`src/rtl/shp_pkg.sv`:
```
`default_nettype none

package shp_pkg;

  localparam int MAX_WIDTH_DEF  = 4096;
  localparam int PIXEL_BITS_DEF = 16;

  // Kernel sum grows by five bits: the worst case is seventeen times a full-scale pixel
  localparam int SUM_GROW = 5;

  localparam int MODE_BITS      = 2;
  localparam int WIDTH_BITS     = 13;
  localparam int HEIGHT_BITS    = 16;
  localparam int ROW_BITS       = HEIGHT_BITS + 1;
  localparam int CFG_INDEX_BITS = 2;
  localparam int CFG_DATA_BITS  = 16;

  localparam logic [CFG_INDEX_BITS-1:0] CFG_KERNEL_MODE  = 2'd0;
  localparam logic [CFG_INDEX_BITS-1:0] CFG_IMAGE_WIDTH  = 2'd1;
  localparam logic [CFG_INDEX_BITS-1:0] CFG_IMAGE_HEIGHT = 2'd2;

  localparam logic [MODE_BITS-1:0] KM_CROSS    = 2'd0;
  localparam logic [MODE_BITS-1:0] KM_FULL     = 2'd1;
  localparam logic [MODE_BITS-1:0] KM_WEIGHTED = 2'd2;

  localparam logic CMD_PIXEL = 1'b0;
  localparam logic CMD_DRAIN = 1'b1;

  localparam logic [MODE_BITS-1:0]   MODE_RST   = KM_CROSS;
  localparam logic [WIDTH_BITS-1:0]  WIDTH_RST  = 13'd640;
  localparam logic [HEIGHT_BITS-1:0] HEIGHT_RST = 16'd480;

  // Per-item control handed from the position counters to the line store stage
  typedef struct packed {
    logic br1;   // row start: result taken from the window before the shift
    logic emit;  // item produces a result
    logic x0;    // result column is the first one
    logic xl;    // result column is the last one
    logic y0;    // result row is the first one
    logic yl;    // result row is the last one
    logic eof;   // result is the last of the frame
  } tap_ctrl_t;

endpackage

`default_nettype wire

```
`src/rtl/shp_kernel.sv`:
```
`default_nettype none

module shp_kernel #(
  parameter int PIXEL_BITS = shp_pkg::PIXEL_BITS_DEF,
  localparam int SW        = PIXEL_BITS + shp_pkg::SUM_GROW
) (
  input  wire logic                              clk,
  input  wire logic                              rst_n,
  input  wire logic [shp_pkg::MODE_BITS-1:0]     kernel_mode,
  input  wire logic                              tap_valid,
  output logic                                   tap_ready,
  input  wire logic [8:0][PIXEL_BITS-1:0]        taps,
  input  wire logic                              tap_eor,
  input  wire logic                              tap_eof,
  output logic                                   out_valid,
  input  wire logic                              out_ready,
  output logic signed [SW-1:0]                   out_pixel_out,
  output logic                                   out_end_of_row,
  output logic                                   out_end_of_frame
);

  logic signed [SW-1:0] t [9];
  logic signed [SW-1:0] centre5, centre9, edges, corners, sum;
  logic signed [SW-1:0] pix_r;
  logic                 out_valid_r, eor_r, eof_r;

  always_comb begin
    for (int i = 0; i < 9; i++) begin
      t[i] = SW'($signed(taps[i]));
    end
  end

  assign centre5 = (t[4] <<< 2) + t[4];
  assign centre9 = (t[4] <<< 3) + t[4];
  assign edges   = t[1] + t[3] + t[5] + t[7];
  assign corners = t[0] + t[2] + t[6] + t[8];

  always_comb begin
    case (kernel_mode)
      shp_pkg::KM_CROSS:    sum = centre5 - edges;
      shp_pkg::KM_FULL:     sum = centre9 - edges - corners;
      shp_pkg::KM_WEIGHTED: sum = centre5 + corners - (edges <<< 1);
      default:              sum = '0;
    endcase
  end

  assign tap_ready = !out_valid_r || out_ready;

  always_ff @(posedge clk) begin
    if (!rst_n) begin
      out_valid_r <= 1'b0;
    end else if (tap_ready) begin
      out_valid_r <= tap_valid;
    end
  end

  always_ff @(posedge clk) begin
    if (tap_valid && tap_ready) begin
      pix_r <= sum;
      eor_r <= tap_eor;
      eof_r <= tap_eof;
    end
  end

  assign out_valid        = out_valid_r;
  assign out_pixel_out    = pix_r;
  assign out_end_of_row   = eor_r;
  assign out_end_of_frame = eof_r;

  a_eof_is_eor: assert property (@(posedge clk) disable iff (!rst_n)
    (out_valid_r && eof_r) |-> eor_r)
    else $error("frame end flagged away from a row end");

endmodule

`default_nettype wire

```
`config.mk`:
```
export PLATFORM = sky130hd
export DESIGN_NAME = shp_kernel
export DESIGN_NICKNAME = d
export VERILOG_FILES = /design/src/rtl/shp_pkg.sv /design/src/rtl/shp_kernel.sv
export SDC_FILE = /design/constraint.sdc
export NUM_CORES = 1
export LEC_CHECK = 0
export BUFFER_PORTS_ARGS = -buffer_cell sky130_fd_sc_hd__buf_4
export CAP_MARGIN = 10
export CELL_PAD_IN_SITES_DETAIL_PLACEMENT = 1
export CELL_PAD_IN_SITES_GLOBAL_PLACEMENT = 1
export CORE_MARGIN = 2
export CORE_UTILIZATION = 43
export DETAILED_ROUTE_END_ITERATION = 12
export PLACE_DENSITY_LB_ADDON = 0.3
export SLEW_MARGIN = 20
export SYNTH_ARGS = -nofsm -noshare
export SYNTH_HDL_FRONTEND = slang
export SYNTH_SLANG_ARGS = --single-unit
```
`constraint.sdc`:
```
create_clock -name clk -period 9.14 [get_ports clk]
set_input_delay 0.457 -clock clk [delete_from_list [all_inputs] [get_ports clk]]
set_output_delay 0.457 -clock clk [all_outputs]
set_load 0.01 [all_outputs]
```
Yosys cells after proc, flatten, opt, wreduce, memory -nomap -nowiden
Cells that the tools add are included.
{"block": "op_classes", "shifts": 0, "mul": 0, "magnitude_cmp": 0, "div_mod_pow": 0, "bitwise": 0, "n_addsub": 13, "mux": 1, "eq_ne": 2, "n_reduce_logical": 4}
{"operator": "case mux 21 bit (3 select lines)", "n": 1}
{"operator": "adder 18 x 16 -> 19 bit", "n": 3}
{"operator": "adder 17 x 16 -> 18 bit", "n": 2}
{"operator": "adder 16 x 16 -> 17 bit", "n": 2}
{"operator": "subtractor 20 x 19 -> 21 bit", "n": 1}
{"operator": "subtractor 20 x 20 -> 21 bit", "n": 1}
{"operator": "subtractor 21 x 19 -> 21 bit", "n": 1}
{"operator": "adder 19 x 16 -> 20 bit", "n": 1}
{"operator": "adder 19 x 19 -> 20 bit", "n": 1}
{"operator": "subtractor 19 x 19 -> 20 bit", "n": 1}
{"operator": "equality test 2 x 1 -> 1 bit (second input constant)", "n": 1}
{"operator": "equality test 2 bit (second input constant)", "n": 1}
{"operator": "logical NOT 2 bit", "n": 1}
{"operator": "logical AND 1 bit", "n": 1}
{"operator": "logical NOT 1 bit", "n": 1}
{"operator": "logical OR 1 bit", "n": 1}
{"block": "totals", "in_bits": 152, "ramBits": 0, "wordCells": 24, "latchBits": 0, "mem_bits_ro": 0, "reg_bits": 24, "n_memories": 0}

Depth between registers and ports, before layout
{"block": "depth", "ltp_word": 6, "mapped_depth": 30, "depth_no_buf": 30}

Worst setup path after synthesis
No wires, ideal clock.
{"block": "synth_path", "kind": "input port to flip-flop", "startpoint": "input port taps[17] (netlist name)", "endpoint": "register pix_r[20] (netlist: out_pixel_out[20]) (data pin)", "setup_time_ns": 0.259, "n_path_buf": 0, "arrival_time_ns": 6.854, "path_slack_ns": 2.027, "stages": 29, "path_cell_list": "inv_1 -> fa_1 -> fa_1 -> inv_1 -> ha_1 -> fa_1 -> a211oi_2 -> o21ai_1 -> a31oi_1 -> o21ai_0 -> a21o_1 -> a31o_2 -> a21oi_1 -> o21ai_0 -> a21oi_1 -> xor2_1 -> fa_1 -> inv_1 -> fa_1 -> inv_1 -> ha_1 -> a21o_1 -> or3_1 -> a2111oi_0 -> nor2_1 -> a31oi_1 -> xnor2_1 -> nor2_1 -> a211o_1"}
{"block": "synth_between", "elab_chain_cells": 6, "elab_cells_between_ends": 8, "cone_classes": "add/sub (7); mux (1)"}
{"element": "from (decl)", "line": "shp_kernel.sv:12", "rtl": "input wire logic [8:0][PIXEL_BITS-1:0] taps,"}
{"element": "adder 16 x 16 -> 17 bit *", "line": "shp_kernel.sv:35", "rtl": "assign edges = t[1] + t[3] + t[5] + t[7];"}
{"element": "adder 17 x 16 -> 18 bit *", "line": "shp_kernel.sv:35"}
{"element": "adder 18 x 16 -> 19 bit *", "line": "shp_kernel.sv:35"}
{"element": "subtractor 20 x 19 -> 21 bit", "line": "shp_kernel.sv:41", "rtl": "shp_pkg::KM_FULL: sum = centre9 - edges - corners;"}
{"element": "subtractor 21 x 19 -> 21 bit", "line": "shp_kernel.sv:41"}
{"element": "case mux 21 bit (3 select lines) *", "line": "shp_kernel.sv:39", "rtl": "case (kernel_mode)"}
{"element": "named net sum[20]", "line": "shp_kernel.sv:23", "rtl": "logic signed [SW-1:0] centre5, centre9, edges, corners, sum;"}
{"element": "to (signal assigned)", "line": "shp_kernel.sv:59", "rtl": "pix_r <= sum;"}
{"element": "to (decl)", "line": "shp_kernel.sv:24", "rtl": "logic signed [SW-1:0] pix_r;"}
The timed path passes the listed nets; every way through them passes the cells marked *.
A chain may end at the register's enable or synchronous reset.

Final worst setup path
{"block": "layout_path", "startpoint": "input port taps[19] (netlist name)", "endpoint": "register pix_r[20] (netlist: out_pixel_out[20]) (data pin)"}
Same word-level chain as after synthesis.

==> run summary <==
The clock reaches the later pin of the worst-skew pair after 260 ps. Summing over every cut layer, the via total after detailed routing is 8102. The run gives 0 ps as the final-layout setup total negative slack. The largest area contributor in the synthesized netlist was sky130_fd_sc_hd__fa_1. The run gives 8900 as the number of global-route vias before repair. The predominant post-synthesis flop cell was sky130_fd_sc_hd__edfxtp_1. The worst hold path stage count is 1.

In the routed design, unresolved DRC markers number 0. The count of nets left with antenna violations after detail routing was 0. Vias per cell: 5.21.

The repair_antennas step left the layout with diodes totalling 0. In this design, the stage delay of the slowest critical-path cell is 540 ps. Timing would allow up to 129 MHz.

The wire-length estimate of the detail-placed layout is 22500 um. Cell area after synthesis: 9160 um^2. Overall track demand over capacity in global routing: 0.227. Counting tap cells, the placed design contains a total of 1550 instances.

The cell count after synthesis came out at 1108. The share of synthesized registers carrying an async set or reset works out to 0. The flow ran to the end, and the final reports show no timing, DRC or antenna violations.

Data required time at the worst endpoint: 9150 ps. The run gives 53 as the number of placement rows. Startpoint type of the worst setup path: an input pin. TritonCTS buffer count: 3. The tools report the total detailed-routing wirelength as 24700 um. The path class of the tightest hold or removal check is input pin to flip-flop. The sequential element share of the synthesized area is 0.0776. After clock tree synthesis, the clock-pin slew on the worst setup and hold paths is 60 ps. Hold is met by 378 ps.

The share of the synthesized netlist area taken by xor and xnor gates came out at 0.0849. Summed over all layers, the global routing overflow is 0. For the worst flop-to-flop path, the logic depth is 2. The starting density of the core is 0.437, and the average wire per cell in the routed design is 15.9 um. STA puts the critical path data arrival time at 7760 ps. The tools report the final weighted congestion in routability-driven placement as 0.870. For this design, the slowest cell found on the critical path is sky130_fd_sc_hd__fa_1.

The synthesized design contains 24 register bits. The worst setup path is captured at a flip-flop. The time the worst path needs with I/O delays and setup came out at 7750 ps.

The worst setup path is of the input pin to flip-flop kind. The number of flops mapped to enable cells by yosys was 23. TritonCTS built the clock tree. The largest fanout on the critical path is 6. The count of cells in the finished layout, fillers not included, comes to 1554. The mean cell area of the mapped netlist came out at 8.27 um^2. The initial antenna violation count was 0; the setup clock skew after layout was 7.28 ps. Setup repair after global routing left no endpoint under its margin. The die is 150 um tall. The fraction of the mapped netlist area in compound gates was 0.188. For the number of buffers between clock root and the deepest sink, the log shows 2. During I/O placement, the number of pins put on the boundary was 177.

Synthesis instantiated 67 different standard cells from the library. For the number of setup violations in the final report, the log shows 0. The die covers 22500 um^2. For the number of nets produced by synthesis, the log shows 1493.

During placement, the flow inserted port buffers numbering 176. Master cell of the clock root buffer: sky130_fd_sc_hd__clkbuf_16. After synthesis, the largest family of logic cells by area is adder cells. Max-cap violations in this run came to 0. The relative max-transition margin was 0.290; the horizontal die dimension was 150 um. For this run, the post-layout net count is 1665. The top-area cell type share of the netlist area was 0.258.

The run gives 0.519 as the final standard cell utilization of the core. By count the netlist is led by sky130_fd_sc_hd__inv_1 (297), sky130_fd_sc_hd__fa_1 (118), sky130_fd_sc_hd__ha_1 (115), sky130_fd_sc_hd__a21oi_1 (71), sky130_fd_sc_hd__xnor2_1 (54). The area growth from synthesis to layout is 18.7%. The mux contribution to synthesized area works out to 0.00560. The simple-gate portion of the synthesized area came out at 0.104.

Buffers inserted to repair hold after CTS numbered 0. For this run, the detailed router's first-pass iteration total came to 4. The slew at the pin closest to its max-slew limit is 1060 ps. The tools report the global-route wire length before repair as 40900 um. Entering global routing, the biggest net connects 33 pins.

The total of fill cells in the finished design was 2630; the post-cts resize count was 0. The region available for standard cell placement spans 21000 um^2. Cell with the most instances after synthesis: sky130_fd_sc_hd__inv_1. The adder-cell share of the synthesized area is 0.415, and the number of failing hold endpoints at the final stage is 0. In this run, the number of DRC markers left after iteration 0 of detailed routing was 251. Sorting the synthesized cells by area gives the leading types as sky130_fd_sc_hd__fa_1 (26%), sky130_fd_sc_hd__ha_1 (16%), sky130_fd_sc_hd__inv_1 (12%). The period utilization is 0.847. The dominant cell type by count on the critical path is sky130_fd_sc_hd__fa_1. The clock net sink count is 24. The share of layout cells above drive strength 1 was 0.156. For the number of H-tree levels, the log shows 1. For this run, the number of Yosys warnings is 0. Once the clock tree was built, the setup fixing pass inserted 0 buffers. For the number of max-slew violations in the final report, the log shows 0.
-- worst paths after layout --
path                          start                          end  slack (ps)
max reg2reg  out_valid$_SDFFE_PN0N_   out_pixel_out[8]$_DFFE_PP_        7490
min reg2reg  out_valid$_SDFFE_PN0N_       out_valid$_SDFFE_PN0N_         550
min                         tap_eof   out_end_of_frame$_DFFE_PP_         380
max                        taps[19]  out_pixel_out[20]$_DFFE_PP_        1390
-- logic make-up after synthesis --
kind of cell / Yosys count
AND/OR/NAND/NOR: 188
buffers and inverters: 306
AO/OA/AOI/OAI: 264
multiplexers: 5
adder cells (fa/ha/maj): 233
flip-flops: 24
XOR/XNOR: 88
-- layer usage --
metal | track usage | wire (um)
met5 | 0 | 0
met4 | 0.0684 | 794
met3 | 0.0171 | 943
met2 | 0.449 | 13300
met1 | 0.255 | 9650
-- area by class of cell --
class	count	area (um^2)	area share
repair buffers	176	1320	0.122
multi-input cells	778	7300	0.672
well taps	275	344	0.0316
inverters	297	1110	0.103
clock buffers	4	78.8	0.00725
flip-flops and latches	24	711	0.0654
-- state kept, by name, indices dropped and copies added, names as in the netlist --
name	cells
out_valid	1
out_end_of_frame	1
out_end_of_row	1
out_pixel_out	21
-- worst max-delay path, delay by kind of cell --
kind | cells | cell delay (ps)
xor gates and xnor gates | 1 | 140
and+or+nand+nor | 4 | 830
buffers and inverters | 4 | 200
adders and majority gates | 6 | 2740
AOI/OAI and AO/OA | 14 | 3380
-- placed cells by master, fill, tap and decap left out, types with 4 or more instances in the layout --
cell type	n
sky130_fd_sc_hd__a211o_1	6
sky130_fd_sc_hd__a211oi_1	10
sky130_fd_sc_hd__a21boi_0	8
sky130_fd_sc_hd__a21o_1	30
sky130_fd_sc_hd__a21oi_1	71
sky130_fd_sc_hd__a31oi_1	9
sky130_fd_sc_hd__and2_1	5
sky130_fd_sc_hd__and3_1	9
sky130_fd_sc_hd__buf_4	176
sky130_fd_sc_hd__edfxtp_1	23
sky130_fd_sc_hd__fa_1	118
sky130_fd_sc_hd__ha_1	115
sky130_fd_sc_hd__inv_1	297
sky130_fd_sc_hd__mux2i_1	4
sky130_fd_sc_hd__nand2_1	32
sky130_fd_sc_hd__nand2b_1	15
sky130_fd_sc_hd__nand3_1	15
sky130_fd_sc_hd__nor2_1	52
sky130_fd_sc_hd__nor2b_1	16
sky130_fd_sc_hd__nor3_1	17
sky130_fd_sc_hd__o211ai_1	4
sky130_fd_sc_hd__o21a_1	14
sky130_fd_sc_hd__o21ai_0	52
sky130_fd_sc_hd__o21bai_1	12
sky130_fd_sc_hd__o22ai_1	13
sky130_fd_sc_hd__o31ai_1	4
sky130_fd_sc_hd__or2_2	4
sky130_fd_sc_hd__or3_1	9
sky130_fd_sc_hd__xnor2_1	54
sky130_fd_sc_hd__xor2_1	33
-- metrics by stage --
| stage | area, um^2 | setup slack (ps) |
|---|---|---|
| after global placement | 10800 | 1460 |
| after floorplan | 9160 | 2030 |
| after detailed placement | 10800 | 1150 |
| final | 10900 | 1390 |
| after CTS | 10900 | 1400 |
| after global routing | 10900 | 871 |
Power is left out: the tool's default activity adds up to more than one toggle a clock period on the data nets, which glitch-free logic cannot reach.
