`src/rtl/shp_pkg.sv`:
```
`default_nettype none

package shp_pkg;

  localparam int MAX_WIDTH_DEF  = 4096;
  localparam int PIXEL_BITS_DEF = 16;

  // Kernel sum grows by five bits: the worst case is seventeen times a full-scale pixel
  localparam int SUM_GROW = 5;

  localparam int MODE_BITS      = 2;
  localparam int WIDTH_BITS     = 13;
  localparam int HEIGHT_BITS    = 16;
  localparam int ROW_BITS       = HEIGHT_BITS + 1;
  localparam int CFG_INDEX_BITS = 2;
  localparam int CFG_DATA_BITS  = 16;

  localparam logic [CFG_INDEX_BITS-1:0] CFG_KERNEL_MODE  = 2'd0;
  localparam logic [CFG_INDEX_BITS-1:0] CFG_IMAGE_WIDTH  = 2'd1;
  localparam logic [CFG_INDEX_BITS-1:0] CFG_IMAGE_HEIGHT = 2'd2;

  localparam logic [MODE_BITS-1:0] KM_CROSS    = 2'd0;
  localparam logic [MODE_BITS-1:0] KM_FULL     = 2'd1;
  localparam logic [MODE_BITS-1:0] KM_WEIGHTED = 2'd2;

  localparam logic CMD_PIXEL = 1'b0;
  localparam logic CMD_DRAIN = 1'b1;

  localparam logic [MODE_BITS-1:0]   MODE_RST   = KM_CROSS;
  localparam logic [WIDTH_BITS-1:0]  WIDTH_RST  = 13'd640;
  localparam logic [HEIGHT_BITS-1:0] HEIGHT_RST = 16'd480;

  // Per-item control handed from the position counters to the line store stage
  typedef struct packed {
    logic br1;   // row start: result taken from the window before the shift
    logic emit;  // item produces a result
    logic x0;    // result column is the first one
    logic xl;    // result column is the last one
    logic y0;    // result row is the first one
    logic yl;    // result row is the last one
    logic eof;   // result is the last of the frame
  } tap_ctrl_t;

endpackage

`default_nettype wire

```
`src/rtl/shp_ctrl.sv`:
```
`default_nettype none

module shp_ctrl #(
  parameter int MAX_WIDTH  = shp_pkg::MAX_WIDTH_DEF,
  parameter int PIXEL_BITS = shp_pkg::PIXEL_BITS_DEF,
  localparam int AW        = $clog2(MAX_WIDTH)
) (
  input  wire logic                                 clk,
  input  wire logic                                 rst_n,
  input  wire logic                                 restart,
  input  wire logic [AW-1:0]                        w_last,
  input  wire logic [shp_pkg::HEIGHT_BITS-1:0]      h_last,
  input  wire logic                                 in_valid,
  output logic                                      in_ready,
  input  wire logic                                 in_cmd,
  input  wire logic [PIXEL_BITS-1:0]                in_pixel_in,
  input  wire logic                                 acc_ready,
  output logic                                      acc_valid,
  output logic [AW-1:0]                             acc_addr,
  output logic [PIXEL_BITS-1:0]                     acc_pixel,
  output shp_pkg::tap_ctrl_t                        acc_ctrl
);

  localparam int RW = shp_pkg::ROW_BITS;

  logic [AW-1:0] col_r, col_nxt;
  logic [RW-1:0] row_r, row_nxt;
  logic [RW-1:0] h_plus1, h_plus2;
  logic          tail, take, col_zero, br1, br2;

  assign h_plus1  = RW'(h_last) + RW'(1);
  assign h_plus2  = RW'(h_last) + RW'(2);
  assign tail     = row_r > RW'(h_last);
  assign take     = tail ? (in_cmd == shp_pkg::CMD_DRAIN) : (in_cmd == shp_pkg::CMD_PIXEL);
  assign col_zero = col_r == '0;
  assign br1      = col_zero && (row_r >= RW'(2));
  assign br2      = !col_zero && (row_r != '0);

  assign in_ready  = acc_ready;
  // ignored items transfer but leave no trace
  assign acc_valid = in_valid && in_ready && take;
  assign acc_addr  = col_r;
  assign acc_pixel = tail ? '0 : in_pixel_in;

  always_comb begin
    acc_ctrl.br1  = br1;
    acc_ctrl.emit = br1 || br2;
    acc_ctrl.x0   = br1 ? (w_last == '0) : (col_r == AW'(1));
    acc_ctrl.xl   = br1;
    acc_ctrl.y0   = br1 ? (row_r == RW'(2)) : (row_r == RW'(1));
    acc_ctrl.yl   = br1 ? (row_r == h_plus2) : (row_r == h_plus1);
    acc_ctrl.eof  = br1 && (row_r == h_plus2);
  end

  always_comb begin
    col_nxt = col_r;
    row_nxt = row_r;
    if (restart) begin
      col_nxt = '0;
      row_nxt = '0;
    end else if (acc_valid) begin
      if (acc_ctrl.eof) begin
        col_nxt = '0;
        row_nxt = '0;
      end else if (col_r == w_last) begin
        col_nxt = '0;
        row_nxt = row_r + RW'(1);
      end else begin
        col_nxt = col_r + AW'(1);
      end
    end
  end

  always_ff @(posedge clk) begin
    if (!rst_n) begin
      col_r <= '0;
      row_r <= '0;
    end else begin
      col_r <= col_nxt;
      row_r <= row_nxt;
    end
  end

  a_col_in_row: assert property (@(posedge clk) disable iff (!rst_n) col_r <= w_last)
    else $error("column counter beyond the last column");
  a_row_bound: assert property (@(posedge clk) disable iff (!rst_n) row_r <= h_plus2)
    else $error("row counter beyond the frame tail");

endmodule

`default_nettype wire

```
`config.mk`:
```
export PLATFORM = sky130hd
export DESIGN_NAME = shp_ctrl
export DESIGN_NICKNAME = d
export VERILOG_FILES = /design/src/rtl/shp_pkg.sv /design/src/rtl/shp_ctrl.sv
export SDC_FILE = /design/constraint.sdc
export NUM_CORES = 1
export LEC_CHECK = 0
export ABC_AREA = 1
export BUFFER_PORTS_ARGS = -buffer_cell sky130_fd_sc_hd__buf_2
export CAP_MARGIN = 40
export CELL_PAD_IN_SITES_DETAIL_PLACEMENT = 1
export CELL_PAD_IN_SITES_GLOBAL_PLACEMENT = 1
export CORE_MARGIN = 2
export CORE_UTILIZATION = 34
export CTS_CLUSTER_SIZE = 12
export DETAILED_ROUTE_END_ITERATION = 8
export GPL_ROUTABILITY_DRIVEN = 0
export PLACE_DENSITY_LB_ADDON = 0.1
export SYNTH_ARGS = -nofsm -noshare
export SYNTH_HDL_FRONTEND = slang
export SYNTH_SLANG_ARGS = --single-unit
export TNS_END_PERCENT = 5
```
`constraint.sdc`:
```
create_clock -name clk -period 2.15 [get_ports clk]
set_input_delay 0.1075 -clock clk [delete_from_list [all_inputs] [get_ports clk]]
set_output_delay 0.1075 -clock clk [all_outputs]
set_load 0.1 [all_outputs]
```
## Word level (Yosys, flattened, before mapping)

Cells that the tools add are included.

- Multiplexer cells: 9
- Bitwise logic cells: 2
- $add $sub $neg: 4
- Reduce and logical (&&, ||, !) cells: 13
- Equality and inequality tests: 6
- Magnitude comparators: 2

Operators by type and width:

| kind | number |
|---|---|
| 17-bit equality test | 2 |
| 17-bit two-way mux | 2 |
| 12-bit logical NOT | 2 |
| 12-bit two-way mux | 2 |
| 16-bit by 1-bit adder with 17-bit output, second input constant | 1 |
| 16-bit by 2-bit adder with 17-bit output, second input constant | 1 |
| 17-bit by 1-bit adder with 17-bit output, second input constant | 1 |
| 17-bit by 1-bit equality test with 1-bit output, second input constant | 1 |
| 17-bit by 2-bit equality test with 1-bit output, second input constant | 1 |
| 17-bit by 2-bit greater-or-equal comparator with 1-bit output, second input constant | 1 |
| 17-bit by 16-bit > comparator with 1-bit output | 1 |
| 17-bit nonzero test | 1 |
| 16-bit two-way mux | 1 |
| 12-bit by 1-bit adder with 12-bit output, second input constant | 1 |
| 12-bit by 1-bit equality test with 1-bit output, second input constant | 1 |
| 12-bit equality test | 1 |
| 1-bit logical AND | 5 |
| 1-bit two-way mux | 4 |
| 1-bit inverter | 2 |
| 2-bit AND reduction | 1 |
| 2-bit nonzero test | 1 |
| 2-bit OR reduction | 1 |
| 1-bit logical NOT | 1 |
| 1-bit logical OR | 1 |

- Register bits after elaboration: 29
- Input bits: 50

## Longest topological paths before layout

Gate-level depths: netlist of the first run.

- Depth in word-level cells: 5
- Mapped depth: 19
- Mapped depth without buffers: 19

## Worst setup path before layout of the first run

OpenSTA, ideal clock, no wires.

- Kind: reg-to-output
- Start point: register col_r[0], in the netlist acc_addr[0]
- End point: output port acc_ctrl[2] (netlist bit)
- Buffers on the path: 0
- Arrival time: 4056 ps
- Cell stages (with the launch flop): 8
- Slack: -2014 ps
- Path through: dfxtp_1 inv_1 ha_1 inv_1 nor3_1 nand2_1 inv_1 a211oi_1

RTL lines:

| item | line | RTL |
|---|---|---|
| start, declared | shp_ctrl.sv:26 | `logic [AW-1:0] col_r, col_nxt;` |
| start signal, assigned | shp_ctrl.sv:79 | `col_r <= col_nxt;` |
| end, declared | shp_ctrl.sv:21 | `output shp_pkg::tap_ctrl_t acc_ctrl` |

## Final worst setup path of the first run

- Start point: register row_r[15]
- End point: register row_r[8]

- Word-level cells in the longest chain between the ends: 5
- Elaborated cells on any way between the ends: 10
- Those cells by class: order compare: 2; eq/ne: 1; mux: 2; reduce/logical: 5

RTL lines:

| item | line | RTL |
|---|---|---|
| start, declared | shp_ctrl.sv:27 | `logic [RW-1:0] row_r, row_nxt;` |
| start signal, assigned | shp_ctrl.sv:80 | `row_r <= row_nxt;` |
| 17-bit by 2-bit greater-or-equal comparator with 1-bit output | shp_ctrl.sv:36 | `assign br1 = col_zero && (row_r >= RW'(2));` |
| 1-bit logical AND | shp_ctrl.sv:36 |  |
| 1-bit logical AND | shp_ctrl.sv:52 | `acc_ctrl.eof = br1 && (row_r == h_plus2);` |
| 2-bit nonzero test (no line) | - |  |
| 2-bit AND reduction (no line) | - |  |

Several ways; a longest one is shown, not always the timed one.
A chain may end at the register's enable or synchronous reset.

==> results_dict.tcl, run 1 <==
set metrics [dict create \
    status "finished with violations" \
    violations "negative setup slack" \
    fin_ws_ps -234 \
    fillers 1530 \
    cts-root-buf "clkbuf_16" \
    synth_seq_area_share_pct 14.7 \
    synth_compound_area_share_pct 6.69 \
    ff2ff_setup_slack_ps -230 \
    critical_path_required_ps 2370 \
    layout.nets 928 \
    synth_xor_area_share_pct 9.55 \
    synth-seq-cells 29 \
    clkTransAtPathRegs_ps 50 \
    synth_simple_gate_area_share_pct 49.3 \
    path_depth 15 \
    final.setup.tns_ps -6860 \
    cp_num_buf_inv 5 \
    h-tree-depth 2 \
    ys_types 39 \
    fin_cells 997 \
    firstDrtPassIters 5 \
    syn_inst 680 \
    ys_warn_count 0 \
    cp_slowest_stage_delay_ps 320 \
    dp_hpwl_mm 13.1 \
    rr_worst_depth 15 \
    wl_per_cell_um 16.5 \
    wl_mm 16.4 \
    drive_gt1_share_pct 36.7 \
    rows 39 \
    synth_area_per_cell_um2 5.80 \
    path_cells "ha_1, inv_1, nor3_4, nand3_2, inv_1, nand4_1, buf_4, nand3_2, nand3_2, inv_2, buf_4, nand2_8, nor2_4, nand2_1, nand2_1" \
    yosysTopAreaCell "nand2_1" \
    die_w_um 112 \
    grt_pass1_wl_mm 26.4 \
    cts_tree "done" \
    dp.cells 972 \
    grt_max_degree 20 \
    rsz0062_at_grt "true" \
    grt.total_usage_pct 26.0 \
    core_um2 11400 \
    power_frac_comb_pct 33.9 \
    p_per_area_nw_per_um2 299 \
    clk_path_buf_depth 2 \
    worstSetupPathType "register to register" \
    fmax_mhz 420 \
    crit_path_end_kind "register" \
    ant_nets 0 \
    cap_viol_max_count 0 \
    clkPwrFrac_pct 37.2 \
    clock-sinks 29 \
    grt_pass1_vias 5348 \
    cp-start-kind "register" \
    swShare_pct 35.4 \
    port_buffers 86 \
    setup_viol 49 \
    p_int_mw 1.19 \
    critical_path.max_fanout 7 \
    diodes 0 \
    skew_ps 3.63 \
    die-area_um2 12500 \
    syn_to_final_growth_pct 56.3 \
    power.switching_uw 654 \
    ir_worst_vdd_mv 0.294 \
    ios 87 \
    synth_area_um2 3950 \
    synth_top_area_share_pct 18.0 \
    vias_per_cell 5.08 \
    relSlewSlack_pct 66.6 \
    synth_fp_nets 755 \
    crit_family "simple AND/OR/NAND/NOR gates" \
    p_leak_nw 3.18 \
    synth.area.mux_share_pct 0 \
    period_needed_ps 2380 \
    drv_slew 0 \
    holdPathStages 5 \
    vias 5060 \
    hold_viol_final 0 \
    synth.area.top_cells "nand2_1 (18%), dfxtp_1 (15%), inv_1 (8.9%), nor2_1 (8.8%), ha_1 (7.9%)" \
    fin_crit_sh_pct 111 \
    antenna_found_initial 0 \
    hold_path_class "input port to register" \
    start_util_pct 34.7 \
    synth_top_family_by_area "simple AND/OR/NAND/NOR gates" \
    synthAdderAreaFrac_pct 7.93 \
    cpMostUsedCell "nand3_2" \
    gr-total-overflow 0 \
    tightest_slew_ps 495 \
    drt_iter0_markers 186 \
    drc 0 \
    critical_path.slowest_cell "dfxtp_1" \
    cts_buffers 5 \
    arrival_ps 2610 \
    clk_latency_ps 280 \
    die_height_um 112 \
    p_seq_share_pct 28.9 \
]
-- flip-flops by register name, indices dropped and copies added (netlist names) --
signal and cells:
row_r 17, acc_addr 12
-- logic make-up after synthesis --
family,Yosys count
and+or+nand+nor,419
buffers and inverters,116
AOI/OAI and AO/OA,48
xor gates and xnor gates,43
DFF,29
adders and majority gates,25
-- synth_stat cells (all sizes together) --
| library cell | count |
|---|---|
| a211oi | 1 |
| a21o | 1 |
| a21oi | 26 |
| a31oi | 3 |
| and2 | 1 |
| buf | 11 |
| clkbuf | 7 |
| clkinv | 1 |
| dfxtp | 29 |
| ha | 25 |
| inv | 97 |
| nand2 | 198 |
| nand2b | 1 |
| nand3 | 67 |
| nand3b | 5 |
| nand4 | 17 |
| nor2 | 107 |
| nor3 | 12 |
| nor4 | 8 |
| o2111a | 1 |
| o2111ai | 1 |
| o21ai | 13 |
| o22ai | 1 |
| o311ai | 1 |
| or2 | 3 |
| xnor2 | 11 |
| xor2 | 32 |
-- metal layers --
layer | GRT usage (%) | part of all wire (%)
met5 | 0 | 0
met1 | 32.9 | 43
met3 | 2.67 | 4.4
met2 | 47.3 | 51
met4 | 6.26 | 2.0
-- metrics by stage --
stage / power, mW / cell area [um^2] / util, % / hold WS (ps) / worst slack, ps
2_1_floorplan: 0.881 / 4090 / - / 393 / -206
3_3_place_gp: 1.12 / 5580 / 49.1 / 493 / -113
4_1_cts: 1.84 / 6020 / 53.0 / 310 / -167
5_1_grt: 1.91 / 6160 / 54.2 / 355 / -336
3_5_place_dp: 1.13 / 5580 / 49.1 / 514 / -244
6_report: 1.84 / 6160 / 54.2 / 320 / -234
-- layout make-up --
class | instances | area (um^2) | share of cell area [%]
clock buffer | 6 | 129 | 2.09
clock inverter | 2 | 10.0 | 0.162
sequential | 29 | 614 | 9.97
tap | 143 | 179 | 2.90
inverter | 98 | 387 | 6.27
timing repair buffer | 183 | 1590 | 25.7
multi-input combinational | 536 | 3260 | 52.9
-- worst paths after layout --
kind	from	to
worst max-delay path	row_r[15]$_SDFFE_PP0P_	row_r[8]$_SDFFE_PP0P_
worst max register to register	row_r[15]$_SDFFE_PP0P_	row_r[8]$_SDFFE_PP0P_
worst min register to register	acc_addr[11]$_SDFFE_PP0P_	acc_addr[11]$_SDFFE_PP0P_
worst min-delay path	restart	row_r[10]$_SDFFE_PP0P_
-- worst min-delay path: cells and delay by family --
kind,cells,cell delay [ps]
buf+inv,2,280
simple gates,3,160
-- repair_timing --
item | 4_1_cts | 5_1_grt
hold buffers | 0 | 0
gates resized for setup | 54 | 27
pin swaps | 22 | 14
endpoints found under the hold margin | 0 | 0
buffers inserted | 9 | 6
endpoints found under the setup margin | 52 | 52
gates cloned | 2 | 0
-- power groups by stage --
stage / Sequential, mW / Clock (mW) / Combinational (mW)
floorplan: 0.548 / 0 / 0.333
global placement: 0.544 / 0 / 0.573
detailed placement: 0.544 / 0 / 0.589
CTS: 0.532 / 0.693 / 0.612
global route: 0.532 / 0.709 / 0.670
finish: 0.532 / 0.687 / 0.625
-- cells in the final DEF (no fill, tap or decap), types with 12 or more instances in the layout --
cell type and count:
a21oi_1 18, buf_12 25, buf_2 62, buf_4 88, dfxtp_1 12, dfxtp_2 12, ha_1 22, inv_1 85
nand2_1 179, nand2_2 13, nand3_1 56, nand4_1 17, nor2_1 67, nor2_2 13, nor2_4 26, xor2_1 31
(Power assumes the default switching activity.)
==> inputs of run 2 (changes only) <==
- ABC_AREA: 1 -> unset
- CORE_UTILIZATION: 34 -> 36
==> run 2 against run 1 <==
Compared with the run above:
- the flow still finishes with violations (negative setup slack)
- global-route usage grew 6.0 points
- clock skew grew 2.8 ps
- cell count shrank 14%
==> results_dict.tcl, run 2 <==
set metrics [dict create \
    arrival_ps 2750 \
    synth-seq-cells 29 \
    tightest_slew_ps 715 \
    final_cell_mix "buf_4 (135), buf_2 (62), nand3_1 (41)" \
    clkTransAtPathRegs_ps 70 \
    synth_area_um2 3830 \
    ys_types 63 \
    fin_ws_ps -707 \
    fin_util_pct 63.0 \
    synthTopCellsByCount "nand3_1 (44), nand4_1 (39), nor2_1 (38), nand2_1 (33), dfxtp_1 (29)" \
    syn_inst 531 \
    cap_viol_max_count 0 \
    dp_hpwl_mm 12.9 \
    port_buffers 86 \
    setup_viol 51 \
    drt_iter0_markers 422 \
    critical_path_required_ps 2040 \
    cts_buffers 5 \
    core_um2 10300 \
    rsz0062_at_grt "true" \
    ys_warn_count 0 \
    synth.area.top_cells "dfxtp_1 (15%), ha_1 (8.2%), xnor2_1 (6.4%), nand4_1 (6.4%), nand3_1 (5.7%)" \
    fmax_mhz 350 \
    synth_seq_area_share_pct 15.1 \
    layout.nets 799 \
    ant_nets 0 \
    relSlewSlack_pct 52.1 \
    cts_tree "done" \
    firstDrtPassIters 5 \
    synth-edff-count 0 \
    grt.total_usage_pct 32.0 \
    final_common_cell "buf_4" \
    ir_worst_vdd_mv 0.293 \
    rows 37 \
    ios 87 \
    hold_path_class "input port to register" \
    hold_viol_final 0 \
    grt_pass1_wl_mm 29.0 \
    critical_path.slowest_cell "nor4_1" \
    cts-root-buf "clkbuf_8" \
    grt_pass1_vias 5583 \
    critical_path.max_fanout 6 \
    die_w_um 107 \
    period_needed_ps 2860 \
    h-tree-depth 2 \
    crit_path_end_kind "primary output" \
    die_height_um 107 \
    postSynth.asyncResetShare_pct 0 \
    start_util_pct 37.1 \
    clock-sinks 29 \
    worstSetupPathType "register to primary output" \
    path_cells "buf_4, nor4_1, and4_4, a21oi_4, nand4b_1, a2111oi_4, o2111a_1, a31o_4, buf_12" \
    cp_slowest_stage_delay_ps 400 \
    cp-start-kind "register" \
    violations "negative setup slack" \
    diodes 0 \
    top_register "row_r" \
    yosysMostFrequentCell "nand3_1" \
    largest_reg_flops 17 \
    dpl_cell_area_um2 5680 \
    antenna_found_initial 0 \
    synth_fp_nets 606 \
    ys.flop_type "dfxtp_1" \
    wl_mm 22.6 \
    final.setup.tns_ps -26850 \
    vias 5580 \
    skew_ps 6.45 \
    p_per_area_nw_per_um2 294 \
    fin_area_um2 6500 \
    gr-total-overflow 0 \
    synth_top_area_share_pct 15.1 \
    grt_max_degree 44 \
    wl_per_cell_um 26.3 \
    die-area_um2 11500 \
    fillers 1242 \
    drive_gt1_share_pct 49.2 \
    holdBufCountCts 0 \
    status "finished with violations" \
    p_leak_nw 2.85 \
    drv_slew 0 \
    yosysTopAreaCell "dfxtp_1" \
    clk_latency_ps 290 \
    synth_area_per_cell_um2 7.22 \
    drc 0 \
    clk_path_buf_depth 2 \
    fin_crit_sh_pct 133 \
    syn_to_final_growth_pct 69.6 \
    vias_per_cell 6.48 \
]
==> run 2: cell types whose count changed after synthesis, moves of 17 or more <==
cell      before  now
clkbuf_1       7   25
and3_1         0   17
nand2_1      189   33
xnor2_1       11   28
and2_1         1   22
nor2_1        93   38
nand4_1       17   39
nand3_1       61   44
xor2_1        32    9
inv_1         94   24
==> run 2: worst max-delay path, delay by kind of cell (launching register included) <==
family / cells / cell delay [ps]
compound gates: 4 / 760
simple gates: 3 / 1020
buf+inv: 2 / 330
flops: 1 / 340
==> run 2: where the power goes <==
part           total, mW  internal (mW)  switching [mW]
Sequential         0.529          0.529        0.000429
Combinational      0.805          0.319           0.487
Clock              0.576          0.342           0.234
==> run 2: worst paths after layout <==
check	from	end	slack (ps)	cells past startpoint
min	rst_n	row_r[0]$_SDFFE_PP0P_	400	3
max	row_r[15]$_SDFFE_PP0P_	acc_ctrl[1]	-710	9
max reg2reg	row_r[2]$_SDFFE_PP0P_	row_r[12]$_SDFFE_PP0P_	-680	9
min reg2reg	acc_addr[1]$_SDFFE_PP0P_	acc_addr[1]$_SDFFE_PP0P_	610	3
==> run 2: stage by stage <==
stage	total power, mW	worst slack (ps)	std cells	hold slack [ps]
after floorplan	0.912	-367	531	427
after global placement	1.19	-527	837	591
after detailed placement	1.21	-595	837	599
after CTS	1.81	-409	857	375
after global routing	1.95	-774	861	415
final	1.91	-707	861	398
==> run 2: layer usage <==
layer	global-route usage [%]	wire length, um
met1	35.9	8370
met2	59.7	11300
met3	3.10	1490
met4	15.7	1500
met5	0	0
==> run 2: cell families (layout without fill, tap and decap cells) <==
group,count (synthesis),count (layout),share of synthesized area [%]
buffers and inverters,74,268,8.26
XOR/XNOR,38,38,9.07
multiplexers,8,8,2.22
AO/OA/AOI/OAI,96,96,19.5
flip-flops,29,29,15.1
adder cells (fa/ha/maj),25,25,8.16
AND/OR/NAND/NOR,261,261,37.7
==> run 2: repair_timing <==
item	in CTS	in global routing
gates cloned	1	0
buffers inserted	11	4
pin swaps	39	18
setup endpoints to repair	50	51
gates resized for setup	76	45
==> run 2: final cells by class <==
type                       count  area (um^2)  area share [%]
timing repair buffer         236         2010            30.9
clock buffer                   6         72.6            1.12
inverter                      24         92.6            1.42
multi-input combinational    428         3500            53.8
tap                          136          170            2.62
sequential                    29          628            9.66
clock inverter                 2         33.8           0.519
==> inputs of run 3 (changes only) <==
- GPL_ROUTABILITY_DRIVEN: 0 -> unset
- RECOVER_POWER: unset -> 50
==> run 3 against run 2 <==
Compared with the run above:
- the flow still finishes with violations (negative setup slack)
- sequential power barely moved
- global-route usage decreased by 2.4 points
- critical path depth is 1 higher
- worst setup slack better by 240 ps
- sequential share of layout area increased by 0.41 points
- clock power down 24%
- cell area is 3.7% lower
- core utilization shrank 2.3 points
- via count down 9.4%
- critical path type is now input port to primary output
- largest cell class unchanged
- largest power group unchanged
==> results_dict.tcl, run 3 (synthesis gave the netlist of run 2 again) <==
set metrics [dict create \
    status "finished with violations" \
    violations "negative setup slack" \
    setup_viol 48 \
    critical_path.slowest_cell "o32ai_1" \
    clock-sinks 29 \
    top_register "row_r" \
    cts-root-buf "clkbuf_8" \
    ant_nets 0 \
    grt_pass1_wl_mm 27.2 \
    r2r-end "row_r[15]$_SDFFE_PP0P_" \
    wl_mm 17.6 \
    start_util_pct 37.1 \
    power_frac_comb_pct 43.5 \
    critical_path.max_fanout 5 \
    swShare_pct 38.4 \
    die_w_um 107 \
    crit_family "compound AO/OA/AOI/OAI gates" \
    ios 87 \
    drc 0 \
    dp_hpwl_mm 13.3 \
    worstSetupEndpoint "acc_ctrl[1]" \
    gp_congestion 0.931 \
    antenna_found_initial 0 \
    reg2reg_from "row_r[7]$_SDFFE_PP0P_" \
    clkTransAtPathRegs_ps 60 \
    crit_path_start "h_last[4]" \
    p_int_mw 1.05 \
    hold_viol_final 0 \
    skew_ps 6.08 \
    h-tree-depth 2 \
    drive_gt1_share_pct 46.4 \
    fin_ws_ps -463 \
    tightest_slew_ps 1170 \
    port_buffers 86 \
    core_um2 10300 \
    pre_cts_ws_ps -560 \
    power.switching_uw 655 \
    worstSetupPathType "input port to primary output" \
    cts_tree "done" \
    p_per_area_nw_per_um2 273 \
    drv_slew 0 \
    cp-start-kind "input port" \
    gr-total-overflow 0 \
    arrival_ps 2510 \
    cts_buffers 5 \
    final_common_cell "buf_4" \
    rows 37 \
    cp_num_buf_inv 3 \
    highest_layer "met4" \
    fin_crit_sh_pct 122 \
    rr_worst_depth 10 \
    fin_area_um2 6270 \
    diodes 0 \
    vias 5055 \
    clk_path_buf_depth 2 \
    fmax_mhz 383 \
    crit_path_end_kind "primary output" \
    cap_viol_max_count 0 \
    largest_reg_flops 17 \
    hold_path_class "input port to register" \
    drt_iter0_markers 303 \
    cp_slowest_stage_delay_ps 430 \
    die_height_um 107 \
    layout.nets 796 \
    final_cell_mix "buf_4 (137), buf_2 (54), nand3_1 (43)" \
    grt_max_degree 44 \
    path_cells "buf_2, buf_4, and4_1, nand2_1, o32ai_1, nand4b_1, a2111oi_2, o2111a_1, a31o_4, buf_12" \
    ff2ff_setup_slack_ps -370 \
    syn_to_final_growth_pct 63.4 \
    path_depth 10 \
    dpl_cell_area_um2 5730 \
    holdBufCountCts 0 \
    fillers 1252 \
    relSlewSlack_pct 22.2 \
    critical_path_required_ps 2040 \
    ir_worst_vdd_mv 0.355 \
    wl_met1_mm 6.92 \
    route.met2.wl_mm 9.47 \
    wl_met3_um 727 \
    period_needed_ps 2610 \
    die-area_um2 11500 \
    multi_input_area_um2 3360 \
    grt_pass1_vias 5400 \
    p_seq_share_pct 30.9 \
    rsz0062_at_grt "true" \
    total_power_mw 1.71 \
    wl_per_cell_um 20.5 \
    vias_per_cell 5.89 \
    firstDrtPassIters 5 \
    clk_latency_ps 280 \
    grt.total_usage_pct 29.6 \
    clkPwrFrac_pct 25.5 \
    regArea_um2 631 \
    p_leak_nw 2.75 \
]
## run 3: cell count changes in the layout (fill, tap and decap cells not counted), moves of 3 or more
| cell | change |
|---|---|
| buf_2 | -8 |
| a2111oi_2 | +3 |
| nor4_2 | +3 |
| clkbuf_1 | +7 |
## run 3: per-stage QoR
step | TNS [ps] | utilization, % | hold WS, ps | cells
floorplan | -11590 | - | 427 | 531
global placement | -12580 | 55.5 | 596 | 844
detailed placement | -17610 | 55.5 | 607 | 844
CTS | -13580 | 59.2 | 361 | 857
global route | -19070 | 60.7 | 413 | 858
finish | -14630 | 60.7 | 362 | 858
## run 3: how the worst min path moves through the flow
stage                                         from                        to  slack, ps  cells after the start
after floorplan                          acc_ready                  in_ready        430                      1
after global placement    acc_addr[1]$_SDFFE_PP0P_  acc_addr[1]$_SDFFE_PP0P_        600                      3
after detailed placement  acc_addr[1]$_SDFFE_PP0P_  acc_addr[1]$_SDFFE_PP0P_        610                      3
after CTS                                    rst_n     row_r[0]$_SDFFE_PP0P_        360                      3
after global routing                         rst_n     row_r[0]$_SDFFE_PP0P_        410                      3
final                                        rst_n     row_r[0]$_SDFFE_PP0P_        360                      3
## run 3: layer usage
metal	vias up	global-route usage, %
li1	2366	-
met1	2506	34.0
met2	141	55.1
met3	42	3.40
met4	0	11.7
met5	-	0
## run 3: what timing repair did
action | in CTS | in global routing
gates resized for setup | 70 | 24
endpoints found under the setup margin | 50 | 51
cloned | 0 | 0
setup buffers | 5 | 1
pin swaps | 29 | 15
## run 3: tightest hold or removal path: cells and delay by family
kind,cells,cell delay (ps)
AND/OR/NAND/NOR,1,270
buffers and inverters,1,100
AO/OA/AOI/OAI,1,120
## run 3: power by group through the flow
stage / clock [mW] / sequential, mW / combinational [mW]
after floorplan: 0 / 0.553 / 0.358
after global placement: 0 / 0.546 / 0.648
after detailed placement: 0 / 0.546 / 0.668
after CTS: 0.438 / 0.528 / 0.707
after global routing: 0.468 / 0.528 / 0.781
final: 0.436 / 0.528 / 0.744
## run 3: cell type report
type	count	area share, %
clock buffer	5	1.10
clock inverter	3	0.200
tap	136	2.72
multi-input combinational	428	53.6
inverter	24	1.48
timing repair buffer	233	30.8
sequential	29	10.1
